<file path="src/hw/rtl/assert_macros.svh">
// Assertion macros for the RTL file that carries checks.
// No dependencies; included by bare file name.
`ifndef ASSERT_MACROS_SVH
`define ASSERT_MACROS_SVH

// Same-cycle implication, disabled while reset is low.
`define SQVT_ASSERT_IMP(label, clk, rst_n, ante, cons) \
    label: assert property (@(posedge clk) disable iff (!rst_n) (ante) |-> (cons)) \
        else $error("sqvt assertion failed");

// Next-cycle implication, disabled while reset is low.
`define SQVT_ASSERT_NXT(label, clk, rst_n, ante, cons) \
    label: assert property (@(posedge clk) disable iff (!rst_n) (ante) |=> (cons)) \
        else $error("sqvt assertion failed");

`endif

</file>
<file path="src/hw/rtl/sqvt_pkg.sv">
// Shared types, constants and tables of the sprite quad vertex transform.
// No dependencies.
package sqvt_pkg;

    localparam int TRIG_FRAC_BITS_DEF  = 14;
    localparam int MAX_TEXTURE_DIM_DEF = 4096;
    localparam int CORDIC_STEPS        = 20;
    localparam int DIV_STEPS           = 27;   // 13-bit edge << 14
    localparam int CNT_W               = 5;
    localparam int POS_MAX             = 524287;

    localparam logic signed [31:0] CORDIC_GAIN = 32'sd652032874;

    localparam int CFG_IDX_W  = 2;
    localparam int CFG_DATA_W = 32;

    // register indexes
    localparam logic [CFG_IDX_W-1:0] REG_TEX_W  = 2'd0;
    localparam logic [CFG_IDX_W-1:0] REG_TEX_H  = 2'd1;
    localparam logic [CFG_IDX_W-1:0] REG_CUSTOM = 2'd2;

    // corners
    localparam logic [1:0] CORNER_TL = 2'd0;
    localparam logic [1:0] CORNER_BR = 2'd3;

    // color types
    localparam logic [2:0] COLOR_WHITE  = 3'd0;
    localparam logic [2:0] COLOR_RED    = 3'd1;
    localparam logic [2:0] COLOR_YELLOW = 3'd2;
    localparam logic [2:0] COLOR_GREEN  = 3'd3;
    localparam logic [2:0] COLOR_GREY   = 3'd4;

    localparam logic [31:0] RESET_COLOR = 32'hFFFF_FFFF;
    localparam logic [12:0] RESET_TEX   = 13'd256;

    typedef struct packed {
        logic signed [15:0] dest_x;
        logic signed [15:0] dest_y;
        logic [11:0]        src_x;
        logic [11:0]        src_y;
        logic [11:0]        src_w;
        logic [11:0]        src_h;
        logic signed [15:0] pivot_x;
        logic signed [15:0] pivot_y;
        logic [15:0]        scale_x;
        logic [15:0]        scale_y;
        logic [15:0]        angle;
        logic [2:0]         color_type;
    } t_in_item;

    typedef struct packed {
        logic signed [19:0] vert_x;
        logic signed [19:0] vert_y;
        logic [15:0]        tex_u;
        logic [15:0]        tex_v;
        logic [31:0]        vert_color;
        logic [1:0]         corner;
        logic               last_corner;
    } t_out_item;

    typedef struct packed {
        logic             start;
        logic             iter;
        logic             cordic;
        logic [CNT_W-1:0] step;
        logic             trig_fin;
        logic             mul_a;
        logic             mul_b;
        logic             out_load;
        logic [1:0]       corner;
    } t_dp_cmd;

    typedef struct packed {
        logic out_free;
    } t_dp_sts;

    // atan(2^-i) in units of 2^32 per turn
    function automatic logic signed [31:0] atan_turn(input logic [CNT_W-1:0] idx);
        logic signed [31:0] r;
        case (idx)
            5'd0:    r = 32'sd536870912;
            5'd1:    r = 32'sd316933406;
            5'd2:    r = 32'sd167458907;
            5'd3:    r = 32'sd85004756;
            5'd4:    r = 32'sd42667331;
            5'd5:    r = 32'sd21354465;
            5'd6:    r = 32'sd10679838;
            5'd7:    r = 32'sd5340245;
            5'd8:    r = 32'sd2670163;
            5'd9:    r = 32'sd1335087;
            5'd10:   r = 32'sd667544;
            5'd11:   r = 32'sd333772;
            5'd12:   r = 32'sd166886;
            5'd13:   r = 32'sd83443;
            5'd14:   r = 32'sd41722;
            5'd15:   r = 32'sd20861;
            5'd16:   r = 32'sd10430;
            5'd17:   r = 32'sd5215;
            5'd18:   r = 32'sd2608;
            5'd19:   r = 32'sd1304;
            default: r = 32'sd0;
        endcase
        return r;
    endfunction

    function automatic logic [31:0] preset_color(input logic [2:0] ct);
        logic [31:0] r;
        case (ct)
            COLOR_WHITE:  r = 32'hFFFF_FFFF;
            COLOR_RED:    r = 32'hFFFF_0000;
            COLOR_YELLOW: r = 32'hFFFF_FF00;
            COLOR_GREEN:  r = 32'hFF00_FF00;
            COLOR_GREY:   r = 32'hFF78_7878;
            default:      r = 32'hFFFF_FFFF;
        endcase
        return r;
    endfunction

endpackage

</file>
<file path="src/hw/rtl/sqvt_ctrl.sv">
// Controller: sequences trig/divide iterations and the four corner passes.
// Depends on sqvt_pkg.
module sqvt_ctrl
    import sqvt_pkg::*;
(
    input  logic    i_clk,
    input  logic    i_rst_n,
    input  logic    i_in_valid,
    output logic    o_in_stall,
    output t_dp_cmd o_cmd,
    input  t_dp_sts i_sts
);

    typedef enum logic [5:0] {
        S_IDLE = 6'b000001,
        S_ITER = 6'b000010,
        S_FIN  = 6'b000100,
        S_MULA = 6'b001000,
        S_MULB = 6'b010000,
        S_OUT  = 6'b100000
    } t_state;

    t_state           r_state, n_state;
    logic [CNT_W-1:0] r_cnt, n_cnt;
    logic [1:0]       r_corner, n_corner;

    always_comb begin
        n_state  = r_state;
        n_cnt    = r_cnt;
        n_corner = r_corner;
        o_cmd    = '0;
        o_cmd.step   = r_cnt;
        o_cmd.corner = r_corner;
        unique case (r_state)
            S_IDLE: begin
                if (i_in_valid) begin
                    o_cmd.start = 1'b1;
                    n_cnt       = '0;
                    n_state     = S_ITER;
                end
            end
            S_ITER: begin
                o_cmd.iter   = 1'b1;
                o_cmd.cordic = r_cnt < CNT_W'(CORDIC_STEPS);
                if (r_cnt == CNT_W'(DIV_STEPS - 1)) begin
                    n_state = S_FIN;
                end else begin
                    n_cnt = r_cnt + 1'b1;
                end
            end
            S_FIN: begin
                o_cmd.trig_fin = 1'b1;
                n_corner       = CORNER_TL;
                n_state        = S_MULA;
            end
            S_MULA: begin
                o_cmd.mul_a = 1'b1;
                n_state     = S_MULB;
            end
            S_MULB: begin
                o_cmd.mul_b = 1'b1;
                n_state     = S_OUT;
            end
            S_OUT: begin
                if (i_sts.out_free) begin
                    o_cmd.out_load = 1'b1;
                    if (r_corner == CORNER_BR) begin
                        n_state = S_IDLE;
                    end else begin
                        n_corner = r_corner + 1'b1;
                        n_state  = S_MULA;
                    end
                end
            end
            default: n_state = S_IDLE;
        endcase
    end

    always_ff @(posedge i_clk) begin
        if (!i_rst_n) begin
            r_state  <= S_IDLE;
            r_cnt    <= '0;
            r_corner <= CORNER_TL;
        end else begin
            r_state  <= n_state;
            r_cnt    <= n_cnt;
            r_corner <= n_corner;
        end
    end

    assign o_in_stall = r_state != S_IDLE;

endmodule

</file>
<file path="config.mk">
export PLATFORM = sky130hd
export DESIGN_NAME = sqvt_ctrl
export DESIGN_NICKNAME = d
export VERILOG_FILES = /design/src/hw/rtl/assert_macros.svh /design/src/hw/rtl/sqvt_pkg.sv /design/src/hw/rtl/sqvt_ctrl.sv
export SDC_FILE = /design/constraint.sdc
export NUM_CORES = 1
export LEC_CHECK = 0
export BUFFER_PORTS_ARGS = -buffer_cell sky130_fd_sc_hd__buf_2
export CAP_MARGIN = 0
export CORE_ASPECT_RATIO = 0.75
export CORE_MARGIN = 2
export CORE_UTILIZATION = 40
export CTS_BUF_LIST = sky130_fd_sc_hd__clkbuf_2
export CTS_CLUSTER_DIAMETER = 120
export DETAILED_ROUTE_END_ITERATION = 12
export GPL_ROUTABILITY_DRIVEN = 0
export PLACE_DENSITY_LB_ADDON = 0.05
export REMOVE_ABC_BUFFERS = 1
export SETUP_SLACK_MARGIN = 0.02
export SLEW_MARGIN = 20
export SYNTH_ARGS = -nofsm -noshare
export SYNTH_HDL_FRONTEND = slang
export SYNTH_SLANG_ARGS = --single-unit
export TNS_END_PERCENT = 30
</file>
<file path="constraint.sdc">
create_clock -name i_clk -period 1.9 [get_ports i_clk]
set_input_delay 0.475 -clock i_clk [delete_from_list [all_inputs] [get_ports i_clk]]
set_output_delay 0.475 -clock i_clk [all_outputs]
set_load 0.005 [all_outputs]
</file>
==> reports/qor.csv <==
metric,value,unit
status,finished clean,
drc,0,
cts-root-buf,clkbuf_2,
die_h,42.4,um
cts_buffers,3,
grtUsageTotal,0.181,
pwr-share-comb,0.370,
die_area,2350,um^2
p_int,0.000485,W
min_path_type,reg2reg,
antenna_found_initial,0,
drtIter0Drc,9,
end_kind,output pin,
drive_above_1_share,0.308,
core_area,1790,um^2
crit_path_top_delay_cell,dfxtp_4,
layout_commonest_cell,buf_2,
hpwl,1430,um
dr_wl_met2,765,um
antennaDiodeCount,0,
met1_length,1020,um
grt-ovfl-total,0,
grt_pass1_wl,3200,um
io_buffers,18,
synth_edf_count,0,
dp_slack,0.195,ns
final_nets,128,
grt_pass1_vias,696,
synth_flop_cell,dfxtp_1,
yosysTopAreaCellShare,0.330,
clockBufferDepth,2,
syn_avg_cell_area,8.48,um^2
total_power,0.000764,W
yosys_warnings,0,
cts_tree,done,
wl_met3,111,um
cts_htree_levels,1,
grt_max_degree,11,
synthArstFlopShare,0,
critical_path_class,reg2out,
period_share,0.981,
routed_wl,1900,um
clk_pin_slew,0.14,ns
cpPeakStageDelay,0.40,ns
p_leak,0.480,nW
rsz0062_at_grt,yes,
highest_layer,met4,
ios,19,
p_per_area,775,nW/um^2
synth_seq_area_share,0.330,
clk-insertion-delay-late,0.29,ns
first_pass_iters,4,
finClkSkew,0.0176,ns
max_cap_viol_count,0,
pwr-share-clk,0.196,
start_util,0.441,
layout_setup_ws,0.0366,ns
netlist_instances,93,
setup_violations,0,
rows,13,
crit_buf_inv,2,
path_max_fanout,6,
synth_cell_types,34,
cp.required,1.42,ns
yosys-top-cells-area,"dfxtp_1 33%, and3_1 6.3%, ha_1 4.8%",
yosys.area.top_type,dfxtp_1,
crit_family,flip-flops,
clock.fmax,0.537,GHz
wl_per_cell,13.4,um
finalMaxSlewViolations,0,
critPathLaunchType,register,
vias,778,
p_switching,0.000279,W
seq_power_share,0.434,
tightest_slew,0.346,ns
syn_to_final_growth,25.1,%
hold_violations,0,
max-slew-margin-rel,0.769,
dieWidth,55.3,um
cts_sinks,13,
critPathArrivalTime,1.39,ns
ant_nets,0,
path_cells,nor4_4 -> buf_4 -> nand2_1 -> buf_2,
viasPerCell,5.48,
final_cell_mix,"18 x buf_2, 9 x dfxtp_1, 8 x and3_1, 6 x nand2_1, 6 x buf_4",
synth_seq_cells,13,
ir_drop,0.632,mV
switching_share,0.365,
synth.cell_area,788,um^2
fin_crit,1.86,ns
[metal layers]
metal	vias up	track usage
met5	-	0
met1	360	0.250
met3	2	0.0802
met2	18	0.243
met4	0	0.0683
li1	398	-
[cells in the mapped netlist (all sizes together), types with 3 or more instances]
master and instances:
nand4b 3, nor2b 4, xor2 3, nand2 6, o21ai 5, nor2 5, inv 3, nand3 4
dfxtp 13, and3 8, and2 3, ha 3, a21oi 5, nand3b 3, nor3 5
[final timing paths]
check | start | endpoint | slack, ns | cells past startpoint
worst max register to register | r_cnt[0]$_SDFFE_PN0P_ | r_cnt[2]$_SDFFE_PN0P_ | 0.24 | 6
worst min register to register | r_corner[1]$_SDFFE_PN0P_ | r_corner[1]$_SDFFE_PN0P_ | 0.49 | 2
worst max-delay path | r_state[4]$_SDFFE_PN0P_ | o_in_stall | 0.04 | 4
worst min-delay path | r_corner[1]$_SDFFE_PN0P_ | r_corner[1]$_SDFFE_PN0P_ | 0.49 | 2
[per-stage QoR]
stage	area, um^2	setup TNS [ns]	hold WS [ns]	cells	utilization
floorplan	785	0	0.471	92	-
global placement	902	0	0.469	132	0.504
detailed placement	902	0	0.475	132	0.504
CTS	961	0	0.477	140	0.537
global route	986	-0.310	0.485	142	0.551
finish	986	0	0.487	142	0.551
[cell type report]
cell class              instances  area [um^2]
repair buffers                 24          135
inverters                       4         15.0
fillers                       184          803
clock buffers                   4         20.0
well taps                      22         27.5
flip-flops and latches         13          270
multi-input cells              75          518
[registers in the layout (all words and copies together), names as in the netlist]
name	count
r_state	6
r_cnt	5
r_corner	2
[worst min-delay path, cell delays in order (launching register included)]
cell and delay [ns]:
dfxtp_1 0.34, nand2_1 0.06, mux2i_1 0.05
[what timing repair did]
item | CTS | global route
setup endpoints to repair | 5 | 7
hold buffers | 0 | 0
setup buffers | 4 | 2
pin swaps | 1 | 2
gates resized for setup | 3 | 5
endpoints found under the hold margin | 0 | 0
[cell families after synthesis]
group / synth area share
compound gates: 0.116
xor+xnor: 0.0333
simple gates: 0.424
flops: 0.330
mux: 0.0254
fa+ha+maj: 0.0476
buf+inv: 0.0238
[power by group through the flow]
stage	Sequential [W]	Combinational, W	Clock [W]
after floorplan	0.000325	0.000179	0
after global placement	0.000334	0.000243	0
after detailed placement	0.000334	0.000247	0
after CTS	0.000328	0.000276	0.000155
after global routing	0.000335	0.000316	0.000164
final	0.000332	0.000283	0.000150
No activity file was read; power rests on OpenSTA's default activity.
